### config.mk
export PLATFORM = sky130hd
export DESIGN_NAME = sitoa_ctrl
export DESIGN_NICKNAME = d
export VERILOG_FILES = /design/src/hdl/sitoa_pkg.sv /design/src/hdl/sitoa_ctrl.sv
export SDC_FILE = /design/constraint.sdc
export NUM_CORES = 1
export LEC_CHECK = 0
export BUFFER_PORTS_ARGS = -buffer_cell sky130_fd_sc_hd__buf_2
export CAP_MARGIN = 20
export CORE_AREA = 10 10 47 49
export CTS_BUF_LIST = sky130_fd_sc_hd__clkbuf_8
export CTS_CLUSTER_SIZE = 28
export DETAILED_ROUTE_END_ITERATION = 8
export DIE_AREA = 0 0 57 59
export PLACE_DENSITY = 0.47
export SETUP_SLACK_MARGIN = 0.4
export SKIP_LAST_GASP = 1
export SLEW_MARGIN = 10
export SYNTH_ARGS = -nofsm -noshare
export SYNTH_HDL_FRONTEND = slang
export SYNTH_SLANG_ARGS = --single-unit
### constraint.sdc
create_clock -name clk -period 1.4 [get_ports clk]
set_clock_uncertainty 0.15 [all_clocks]
set_input_delay 0.07 -clock clk [delete_from_list [all_inputs] [get_ports clk]]
set_output_delay 0.07 -clock clk [all_outputs]
set_load 0.02 [all_outputs]
### src/hdl/sitoa_pkg.sv
package sitoa_pkg;

  localparam int VALUE_WIDTH = 32;

  localparam int DigitBase = 10;
  localparam logic [7:0] CharZero  = 8'd48;
  localparam logic [7:0] CharMinus = 8'd45;

  // decimal digits of the largest magnitude, 2^(VALUE_WIDTH-1)
  function automatic int max_digits_f();
    logic [VALUE_WIDTH:0] m;
    int n;
    m = {{VALUE_WIDTH{1'b0}}, 1'b1} << (VALUE_WIDTH - 1);
    n = 0;
    for (int i = 0; i < VALUE_WIDTH; i++) begin
      if (m != '0) begin
        n = n + 1;
        m = m / DigitBase;
      end
    end
    return n;
  endfunction

  localparam int MaxDigits = max_digits_f();
  localparam int CntW      = $clog2(MaxDigits + 1);
  localparam int IdxW      = (MaxDigits > 1) ? $clog2(MaxDigits) : 1;

  // reciprocal of ten, ceil(2^(W+3) / 10), exact for every W-bit magnitude
  localparam int RecipShift = VALUE_WIDTH + 3;
  localparam logic [VALUE_WIDTH+3:0] RecipNum =
    ({{(VALUE_WIDTH+3){1'b0}}, 1'b1} << RecipShift) + (VALUE_WIDTH+4)'(DigitBase - 1);
  localparam logic [VALUE_WIDTH+3:0] RecipWide = RecipNum / DigitBase;
  localparam logic [VALUE_WIDTH-1:0] Recip = RecipWide[VALUE_WIDTH-1:0];

  typedef enum logic [1:0] {
    ST_IDLE,
    ST_DIV,
    ST_SIGN,
    ST_EMIT
  } sitoa_state_t;

  typedef struct packed {
    logic load;
    logic step;
    logic push_sign;
    logic push_digit;
  } sitoa_cmd_t;

  typedef struct packed {
    logic neg;
    logic div_done;
    logic slot_free;
    logic last_digit;
  } sitoa_sts_t;

endpackage

### src/hdl/sitoa_ctrl.sv
module sitoa_ctrl (
  input  logic                 clk,
  input  logic                 rst_n,
  input  logic                 in_valid,
  output logic                 in_ready,
  input  sitoa_pkg::sitoa_sts_t sts,
  output sitoa_pkg::sitoa_cmd_t cmd
);
  import sitoa_pkg::*;

  sitoa_state_t state_r, state_nxt;

  always_ff @(posedge clk) begin
    if (!rst_n) begin
      state_r <= ST_IDLE;
    end else begin
      state_r <= state_nxt;
    end
  end

  always_comb begin
    state_nxt = state_r;
    case (state_r)
      ST_IDLE: begin
        if (in_valid) begin
          state_nxt = ST_DIV;
        end
      end
      ST_DIV: begin
        if (sts.div_done) begin
          state_nxt = sts.neg ? ST_SIGN : ST_EMIT;
        end
      end
      ST_SIGN: begin
        if (sts.slot_free) begin
          state_nxt = ST_EMIT;
        end
      end
      ST_EMIT: begin
        if (sts.slot_free && sts.last_digit) begin
          state_nxt = ST_IDLE;
        end
      end
      default: state_nxt = ST_IDLE;
    endcase
  end

  always_comb begin
    cmd      = '0;
    in_ready = 1'b0;
    case (state_r)
      ST_IDLE: begin
        in_ready = 1'b1;
        cmd.load = in_valid;
      end
      ST_DIV:  cmd.step = 1'b1;
      ST_SIGN: cmd.push_sign = sts.slot_free;
      ST_EMIT: cmd.push_digit = sts.slot_free;
      default: cmd = '0;
    endcase
  end

endmodule

==> results of run 1 <==
[worst max-delay path by stage]
stage | start | end | slack, ns
after global placement | state_r[1]$_SDFFE_PN0P_ | state_r[0]$_SDFFE_PN0P_ | -0.00003
after floorplan | state_r[1]$_SDFFE_PN0P_ | state_r[0]$_SDFFE_PN0P_ | -0.004
after CTS | state_r[1]$_SDFFE_PN0P_ | state_r[0]$_SDFFE_PN0P_ | -0.03
after detailed placement | state_r[1]$_SDFFE_PN0P_ | state_r[0]$_SDFFE_PN0P_ | -0.02
final | state_r[1]$_SDFFE_PN0P_ | state_r[0]$_SDFFE_PN0P_ | -0.02
after global routing | state_r[1]$_SDFFE_PN0P_ | state_r[0]$_SDFFE_PN0P_ | -0.11
[layout make-up]
type	count	area (µm²)	area share, %
Timing Repair Buffer	13	88.84	22.47
Sequential cell	2	47.55	12.03
Tap cell	16	20.02	5.063
Multi-Input combinational cell	18	180.2	45.57
Clock inverter	1	3.754	0.9494
Clock buffer	3	41.29	10.44
Inverter	3	13.76	3.481
[synth_stat cells]
library cell,instances
a21bo_2,1
and2_1,3
dfxtp_1,2
ha_1,4
inv_1,3
mux2i_1,1
nand2_1,3
nand2b_1,1
nand3_1,1
o2111a_1,1
o221a_1,1
o221ai_1,1
or2b_1,1
[worst register-to-register path, cell delays in order, from the launching register on]
cell	delay (ns)
dfxtp_4	0.35
inv_4	0.08
ha_4	0.13
or2b_1	0.24
o2111a_1	0.15
o221a_1	0.22
[power groups by stage]
stage / Clock [mW] / Sequential [mW] / Combinational [mW]
4_1_cts: 0.238 / 0.150 / 0.501
3_3_place_gp: 0 / 0.146 / 0.437
5_1_grt: 0.250 / 0.157 / 0.548
3_5_place_dp: 0 / 0.144 / 0.436
2_1_floorplan: 0 / 0.135 / 0.361
6_report: 0.232 / 0.149 / 0.494
[metal layers]
metal	vias to the layer above	GRT usage [%]	wire (µm)
met1	82	4.869	314
met4	0	1.007	0
met2	13	3.256	160
met5	-	0	0
met3	0	4.292	99
li1	114	-	-
[kinds of logic (layout without fill, tap and decap cells)]
group                      after synthesis  count (layout)  synth area share (%)
and+or+nand+nor                          9               9                 24.23
buffers and inverters                    3              20                 5.590
DFF                                      2               2                 19.88
muxes                                    1               1                 4.969
AOI/OAI and AO/OA                        4               4                 20.50
adders and majority gates                4               4                 24.85
[layout by cell type (no fill, tap or decap)]
| cell type | count |
|---|---|
| inv_4 | 1 |
| nand2b_1 | 1 |
| mux2i_1 | 1 |
| inv_1 | 2 |
| and2_1 | 1 |
| dfxtp_4 | 2 |
| o221a_1 | 1 |
| nand3_1 | 1 |
| clkbuf_8 | 3 |
| dlygate4sd3_1 | 1 |
| inv_2 | 1 |
| or2b_1 | 1 |
| ha_1 | 2 |
| o221ai_1 | 1 |
| and2_4 | 2 |
| a21bo_2 | 1 |
| buf_6 | 1 |
| o2111a_1 | 1 |
| buf_4 | 5 |
| ha_4 | 2 |
| buf_2 | 6 |
| nand2_1 | 3 |
[per-stage QoR]
stage | std cells | power (mW)
after floorplan | 23 | 0.4958
after global placement | 50 | 0.5823
final | 56 | 0.8748
after CTS | 56 | 0.8893
after global routing | 56 | 0.9547
after detailed placement | 50 | 0.5806
[what timing repair did]
action / 4_1_cts / 5_1_grt
pin swaps: 0 / 0
endpoints found under the setup margin: 7 / 7
gates cloned: 0 / 0
resized for setup: 6 / 1
hold buffers: 1 / 0
hold endpoints to repair: 2 / 0
setup buffers: 1 / 0
==> metrics.cfg, run 1 <==
[cts]
root_buffer=clkbuf_8
cts_made_buffers=3
clk_pin_slew_worst_paths_ns=0.03
cts_max_level=1
cts_buffer_depth=2
cts_tree=done
cts.sinks=2
clock_latency_ns=0.21

[worst_setup_path]
critPathArrivalTime_ns=1.36
r2r-end=state_r[0]$_SDFFE_PN0P_
endpoint_kind=flop
criticalPathCategory=reg -> reg
r2r_start=state_r[1]$_SDFFE_PN0P_
r2r_setup_slack_ns=-0.02
crit_path_top_delay_cell=dfxtp_4
max_stage_delay_ns=0.35
cp_cell_sequence=inv_4, ha_4, or2b_1, o2111a_1, o221a_1
crit_fanout=4
cp.required_ns=1.34
r2r_cells=5
worst-path-stages=5
start_kind=flop
cp_top_family=compound AO/OA/AOI/OAI gates
path_buf_inv=1

[finish]
final_core_util_pct=28.21
largest_register_ffs=2
design_area_um2=395.4
reg.largest.list=state_r x2
nets=52
layout-drive-gt1-share_pct=60.00
diodes=0
nFillCells=162
largest_register=state_r
syn_to_final_growth_pct=96.27

[sta]
max_slew.worst_pin.slew_ns=0.1845
fmax_mhz=703.6
finalSetupViolCount=1
period_needed_ns=1.421
rsz0062_at_grt=true
final-max-slew-violation-count=0
max_slew_margin_pct=87.70
hold_slack_ns=0.1418
hold_viol=0
fin_crit_sh_pct=101.5
final.setup.worst_slack_ns=-0.02124
fin_tns_setup_ns=-0.02124

[synthesis]
syn_area_per_cell_um2=8.758
synth.area.top_cells=ha_1 25%, dfxtp_1 20%, and2_1 9.3%
synthCells=23
ys_seq_area_share_pct=19.88
syn_area_um2=201.4
yosysWarnings=0
syn-num-nets=34
synth_top_area_share_pct=24.84
synth_cell_types=13
synth_top_area_cell=ha_1
ys_seq_elements=2

[grt]
grt_use_total_pct=3.673
grt_pass1_vias=205
grt_start_max_net_pins=7
grt_pass1_wl_um=959
antenna_found_initial=0
overflow=0

[power]
p_seq_share_pct=17.1
ir_drop_uv=923.1
p_per_area_nw_per_um2=2213
p_int_mw=0.5412
p_leak_nw=0.1895
p_switching_mw=0.3335
p_comb_share_pct=56.4
pwr-share-clk_pct=26.5
sw_frac_of_total_pct=38.13

[floorplanning]
dieHeight_um=59
coreArea_um2=1401
die-area_um2=3363
die_width_um=57
start_util_pct=14.37
ios=12
rows=14

[detailed_routing]
drtPass1Iterations=2
drt_iter0_drc=3
drtAntennaViolNets=0
vias_per_cell=3.732
wl_um=574
vias=209
drc=0
wl_per_cell_um=10.25

[min_path]
holdPathStages=3
hold_start=in_valid
whs_endpoint=state_r[1]$_SDFFE_PN0P_
hp-class=in -> reg

[status]
status=complete, but fails checks
violations=negative setup slack

[placed_design]
placed_area_um2=314.1
routabilityCongestion=0.6850
io_buffers=11
place_ws_ns=-0.02337
dp_hpwl_um=484.2

[run]
cap_viol_max_count=0

No activity file was read; power rests on OpenSTA's default activity.
==> run 2: changes to the inputs <==
--- a/config.mk
+++ b/config.mk
@@ -12,6 +12,7 @@
 export CTS_CLUSTER_SIZE = 28
 export DETAILED_ROUTE_END_ITERATION = 8
 export DIE_AREA = 0 0 57 59
+export HOLD_SLACK_MARGIN = 0.1
 export PLACE_DENSITY = 0.47
 export SETUP_SLACK_MARGIN = 0.4
 export SKIP_LAST_GASP = 1
==> constraint.sdc (replaced) <==
create_clock -name clk -period 1.4 [get_ports clk]
set_clock_uncertainty 0.15 [all_clocks]
set_input_delay 0.07 -clock clk [delete_from_list [all_inputs] [get_ports clk]]
set_output_delay 0.07 -clock clk [all_outputs]
set_load 0.005 [all_outputs]
==> metrics.cfg, run 2 (synthesis results as in run 1) <==
[status]
status=complete, but fails checks
violations=negative setup slack

[floorplanning]
dieHeight_um=59  ; unchanged
ios=12  ; unchanged
coreArea_um2=1401  ; unchanged
die-area_um2=3363  ; unchanged
rows=14  ; unchanged
start_util_pct=14.37  ; unchanged
die_width_um=57  ; unchanged

[worst_setup_path]
r2r-end=state_r[0]$_SDFFE_PN0P_
r2r_cells=5  ; unchanged
start_kind=flop
r2r_start=state_r[1]$_SDFFE_PN0P_
criticalPathCategory=reg -> reg
endpoint_kind=flop
critPathArrivalTime_ns=1.36  ; about the same
r2r_setup_slack_ns=-0.02  ; about the same
crit_fanout=4  ; unchanged
cp.required_ns=1.34  ; about the same

[min_path]
hold_start=in_valid
hp-class=in -> reg
whs_endpoint=state_r[1]$_SDFFE_PN0P_
holdPathStages=3  ; unchanged

[cts]
cts.sinks=2  ; unchanged
cts_tree=done
cts_made_buffers=3  ; unchanged
cts_max_level=1  ; unchanged
clk_pin_slew_worst_paths_ns=0.03  ; about the same
clock_latency_ns=0.21  ; about the same
cts_buffer_depth=2  ; unchanged
root_buffer=clkbuf_8

[sta]
max_slew.worst_pin.slew_ns=0.1721  ; -0.01245 ns
rsz0062_at_grt=true
max_slew_margin_pct=88.53  ; +0.83 points
final.setup.worst_slack_ns=-0.01900  ; +0.002242 ns
fmax_mhz=704.7  ; +0.16%
finalSetupViolCount=1  ; unchanged
fin_crit_sh_pct=101.4  ; -0.16 points
fin_tns_setup_ns=-0.01900  ; +0.002242 ns
final-max-slew-violation-count=0  ; unchanged
period_needed_ns=1.419  ; -0.002242 ns
hold_viol=0  ; unchanged

[power]
ir_drop_uv=932.4  ; +1.0%
p_per_area_nw_per_um2=2097  ; -5.2%
p_leak_nw=0.2045  ; +7.9%
p_total_mw=0.8658  ; -1.0%

[grt]
grt_start_max_net_pins=5  ; -2
antenna_found_initial=0  ; unchanged
overflow=0  ; unchanged
grt_use_total_pct=4.012  ; +0.34 points
grt_pass1_vias=243  ; +19%
grt_pass1_wl_mm=1.021  ; +6.5%

[finish]
nets=56  ; +7.7%
largest_register_ffs=2  ; unchanged
layout_commonest_cell=buf_2
layout-drive-gt1-share_pct=59.09  ; -0.91 points
diodes=0  ; unchanged
largest_register=state_r
syn_to_final_growth_pct=105.0
final_cell_mix=10 x buf_2, 5 x buf_4, 3 x and2_1, 3 x nand2_1, 3 x clkbuf_8
reg.largest.list=state_r x2

[placed_design]
place_ws_ns=-0.03278  ; -0.009407 ns
dp_hpwl_um=516.2  ; +6.6%
io_buffers=11  ; unchanged
routabilityCongestion=0.7634  ; +11%

[detailed_routing]
vias_per_cell=3.833  ; +2.7%
drc=0  ; unchanged
drt_iter0_drc=1  ; -2
drtPass1Iterations=2  ; unchanged
drtAntennaViolNets=0  ; unchanged
vias=230  ; +10%
wl_um=659  ; +15%
wl_per_cell_um=10.98  ; +7.2%

[run]
cap_viol_max_count=0  ; unchanged

[run 2: cell types whose count changed in the layout (fill, tap and decap cells not counted)]
cell,previous run,this run
buf_2,6,10
inv_6,0,1
and2_4,2,0
and2_1,1,3
inv_4,1,0
[run 2: power by group]
part,internal (mW),leakage (nW),switching [mW]
registers,0.101,0.0178,0.0499
logic,0.286,0.160,0.198
clock network,0.186,0.0269,0.0461
total,0.572,0.205,0.293
[run 2: cell type report]
cell class / instances / area, µm²
multi-input cells: 18 / 175.2
repair buffers: 17 / 108.9
clock inverters: 1 / 3.754
clock buffers: 3 / 41.29
flip-flops and latches: 2 / 47.55
well taps: 16 / 20.02
inverters: 3 / 16.27
fillers: 156 / 988.4
[run 2: through the flow]
| stage | cell area [µm²] | utilization (%) | instances | hold slack [ns] |
|---|---|---|---|---|
| floorplan | 221.5 | - | 23 | 0.05148 |
| global placement | 311.5 | 22.23 | 52 | 0.1835 |
| detailed placement | 311.5 | 22.23 | 52 | 0.1938 |
| CTS | 394.1 | 28.13 | 59 | 0.1356 |
| global route | 412.9 | 29.46 | 60 | 0.1493 |
| finish | 412.9 | 29.46 | 60 | 0.1279 |
[run 2: metal layers]
layer	part of all wire (%)	global-route usage, %	wire length, µm	vias up
li1	-	-	-	124
met2	35	4.651	228	11
met5	0	0	0	-
met4	1.4	4.027	9	0
met1	51	4.374	336	93
met3	13	3.004	84	2
[run 2: repair_timing]
action                                 4_1_cts  5_1_grt
setup buffers                                2        1
setup endpoints to repair                    7        7
gates resized for setup                      2        3
endpoints found under the hold margin        2        0
hold buffers                                 1        0
[run 2: worst max-delay path, cell delays in order (launching register included)]
cell      delay [ns]
dfxtp_4         0.35
inv_6           0.07
ha_4            0.12
or2b_1          0.24
o2111a_1        0.15
o221a_1         0.21
[run 2: worst max-delay path by stage]
stage                            startpoint                      end  slack [ns]
floorplan           state_r[1]$_SDFFE_PN0P_  state_r[0]$_SDFFE_PN0P_        0.04
global placement    state_r[1]$_SDFFE_PN0P_  state_r[0]$_SDFFE_PN0P_       0.006
detailed placement  state_r[1]$_SDFFE_PN0P_  state_r[0]$_SDFFE_PN0P_       -0.03
CTS                 state_r[1]$_SDFFE_PN0P_  state_r[0]$_SDFFE_PN0P_       -0.03
global route        state_r[1]$_SDFFE_PN0P_  state_r[0]$_SDFFE_PN0P_       -0.06
finish              state_r[1]$_SDFFE_PN0P_  state_r[0]$_SDFFE_PN0P_       -0.02
==> run 3: changes to the inputs <==
--- a/config.mk
+++ b/config.mk
@@ -8,7 +8,6 @@
 export BUFFER_PORTS_ARGS = -buffer_cell sky130_fd_sc_hd__buf_2
 export CAP_MARGIN = 20
 export CORE_AREA = 10 10 47 49
-export CTS_BUF_LIST = sky130_fd_sc_hd__clkbuf_8
 export CTS_CLUSTER_SIZE = 28
 export DETAILED_ROUTE_END_ITERATION = 8
 export DIE_AREA = 0 0 57 59
==> metrics.cfg, run 3 (synthesis results as in run 1) <==
[detailed_routing]
vias_per_cell=3.983  ; +3.9%
wl_per_cell_um=10.64  ; -3.1%
wl_um=628  ; -4.7%
drc=0  ; unchanged
drt_iter0_drc=1  ; unchanged
drtPass1Iterations=2  ; unchanged
vias=235  ; +2.2%
drtAntennaViolNets=0  ; unchanged

[grt]
grt_start_max_net_pins=5  ; unchanged
grt_pass1_wl_um=972  ; -4.8%
grt_pass1_vias=239  ; -1.6%
grt_use_total_pct=3.753  ; -0.26 points
antenna_found_initial=0  ; unchanged
overflow=0  ; unchanged

[sta]
finalSetupViolCount=1  ; unchanged
hold_slack_ns=0.1121  ; -0.01576 ns
fin_crit_sh_pct=101.4  ; about the same
final-max-slew-violation-count=0  ; unchanged
rsz0062_at_grt=true
final.setup.worst_slack_ns=-0.01915  ; -0.0001534 ns
max_slew_margin_pct=88.60  ; about the same
hold_viol=0  ; unchanged
period_needed_ns=1.419  ; +0.0001534 ns
fmax_mhz=704.6  ; about the same
max_slew.worst_pin.slew_ns=0.1710  ; -0.001110 ns

[finish]
fin_cells=59  ; -1.7%
largest_register_ffs=2  ; unchanged
layout-drive-gt1-share_pct=62.79  ; +3.7 points
design_area_um2=391.6  ; -5.2%
largest_register=state_r
nFillCells=158  ; +1.3%
layout_commonest_cell=buf_2
diodes=0  ; unchanged
nets=55  ; -1.8%
ff_latch_area_um2=47.55  ; unchanged
syn_to_final_growth_pct=94.41
multi_input_area_um2=180.2  ; +2.9%
final_cell_mix=10 x buf_2, 4 x buf_4, 3 x and2_1, 3 x nand2_1, 3 x clkbuf_4
reg.largest.list=state_r x2

[status]
violations=negative setup slack
status=complete, but fails checks

[cts]
clk_pin_slew_worst_paths_ns=0.04  ; about the same
cts_max_level=1  ; unchanged
clock_latency_ns=0.23  ; +0.02 ns
cts_tree=done
root_buffer=clkbuf_4
cts.sinks=2  ; unchanged
cts_buffer_depth=2  ; unchanged
cts_made_buffers=3  ; unchanged

[worst_setup_path]
start_kind=flop
crit_start=state_r[1]$_SDFFE_PN0P_
r2r_start=state_r[1]$_SDFFE_PN0P_
r2r_cells=5  ; unchanged
critPathArrivalTime_ns=1.38  ; +0.02 ns
crit_fanout=4  ; unchanged
r2r_setup_slack_ns=-0.02  ; about the same
endpoint_kind=flop
cp.required_ns=1.36  ; +0.02 ns
setup.worst_path.end=state_r[0]$_SDFFE_PN0P_
r2r-end=state_r[0]$_SDFFE_PN0P_
criticalPathCategory=reg -> reg

[floorplanning]
dieHeight_um=59  ; unchanged
start_util_pct=14.37  ; unchanged
rows=14  ; unchanged
die-area_um2=3363  ; unchanged
coreArea_um2=1401  ; unchanged
ios=12  ; unchanged
die_width_um=57  ; unchanged

[power]
ir_drop_uv=818.0  ; -12%
p_total_mw=0.7521  ; -13%
p_leak_nw=0.1842  ; -9.9%
p_per_area_nw_per_um2=1920  ; -8.4%

[placed_design]
routabilityCongestion=0.7634  ; unchanged
io_buffers=11  ; unchanged
dp_hpwl_um=516.2  ; unchanged
placed_area_um2=311.5  ; unchanged
place_inst=52  ; unchanged

[min_path]
hp-class=in -> reg

[run]
cap_viol_max_count=0  ; unchanged

## run 3: repair_timing
item / in CTS / in global routing
setup buffers: 2 / 0
endpoints found under the hold margin: 2 / 0
hold buffers: 1 / 0
gates resized for setup: 2 / 5
pin swaps: 0 / 0
endpoints found under the setup margin: 7 / 7
## run 3: worst min-delay path by stage
stage,from,to,slack [ns],depth (start not counted)
floorplan,rst_n,state_r[0]$_SDFFE_PN0P_,0.05,1
global placement,rst_n,state_r[0]$_SDFFE_PN0P_,0.18,2
detailed placement,rst_n,state_r[0]$_SDFFE_PN0P_,0.19,2
CTS,in_valid,state_r[1]$_SDFFE_PN0P_,0.12,3
global route,in_valid,state_r[1]$_SDFFE_PN0P_,0.13,3
finish,in_valid,state_r[1]$_SDFFE_PN0P_,0.11,3
## run 3: final cells by class
type,instances,area share (%)
well taps,16,5.112
flip-flops and latches,2,12.14
clock buffers,4,6.709
multi-input cells,18,46.01
inverters,3,4.153
repair buffers,16,25.88
## run 3: layer usage
metal / vias up / GRT usage [%] / part of all wire, %
met5: - / 0 / 0
met4: 0 / 3.020 / 0
met3: 0 / 2.790 / 12
met2: 11 / 4.496 / 38
met1: 102 / 4.255 / 50
li1: 122 / - / -
## run 3: worst max-delay path: stages (launching register included)
cell and delay (ns):
dfxtp_4 0.36, inv_6 0.07, ha_4 0.12, or2b_1 0.25, o2111a_1 0.15, o221a_1 0.21
## run 3: stage by stage
stage	utilization (%)	setup TNS [ns]	worst slack [ns]
after floorplan	-	0	0.03847
after detailed placement	22.23	-0.03278	-0.03278
after CTS	26.79	-0.03408	-0.02173
after global placement	22.23	0	0.005846
final	27.95	-0.01915	-0.01915
after global routing	27.95	-0.1547	-0.06121
## run 3: report_power, final
group | total [mW] | switching (mW) | internal [mW]
logic | 0.459 | 0.190 | 0.269
clock network | 0.142 | 0.0356 | 0.106
registers | 0.151 | 0.0506 | 0.101
total | 0.752 | 0.276 | 0.476
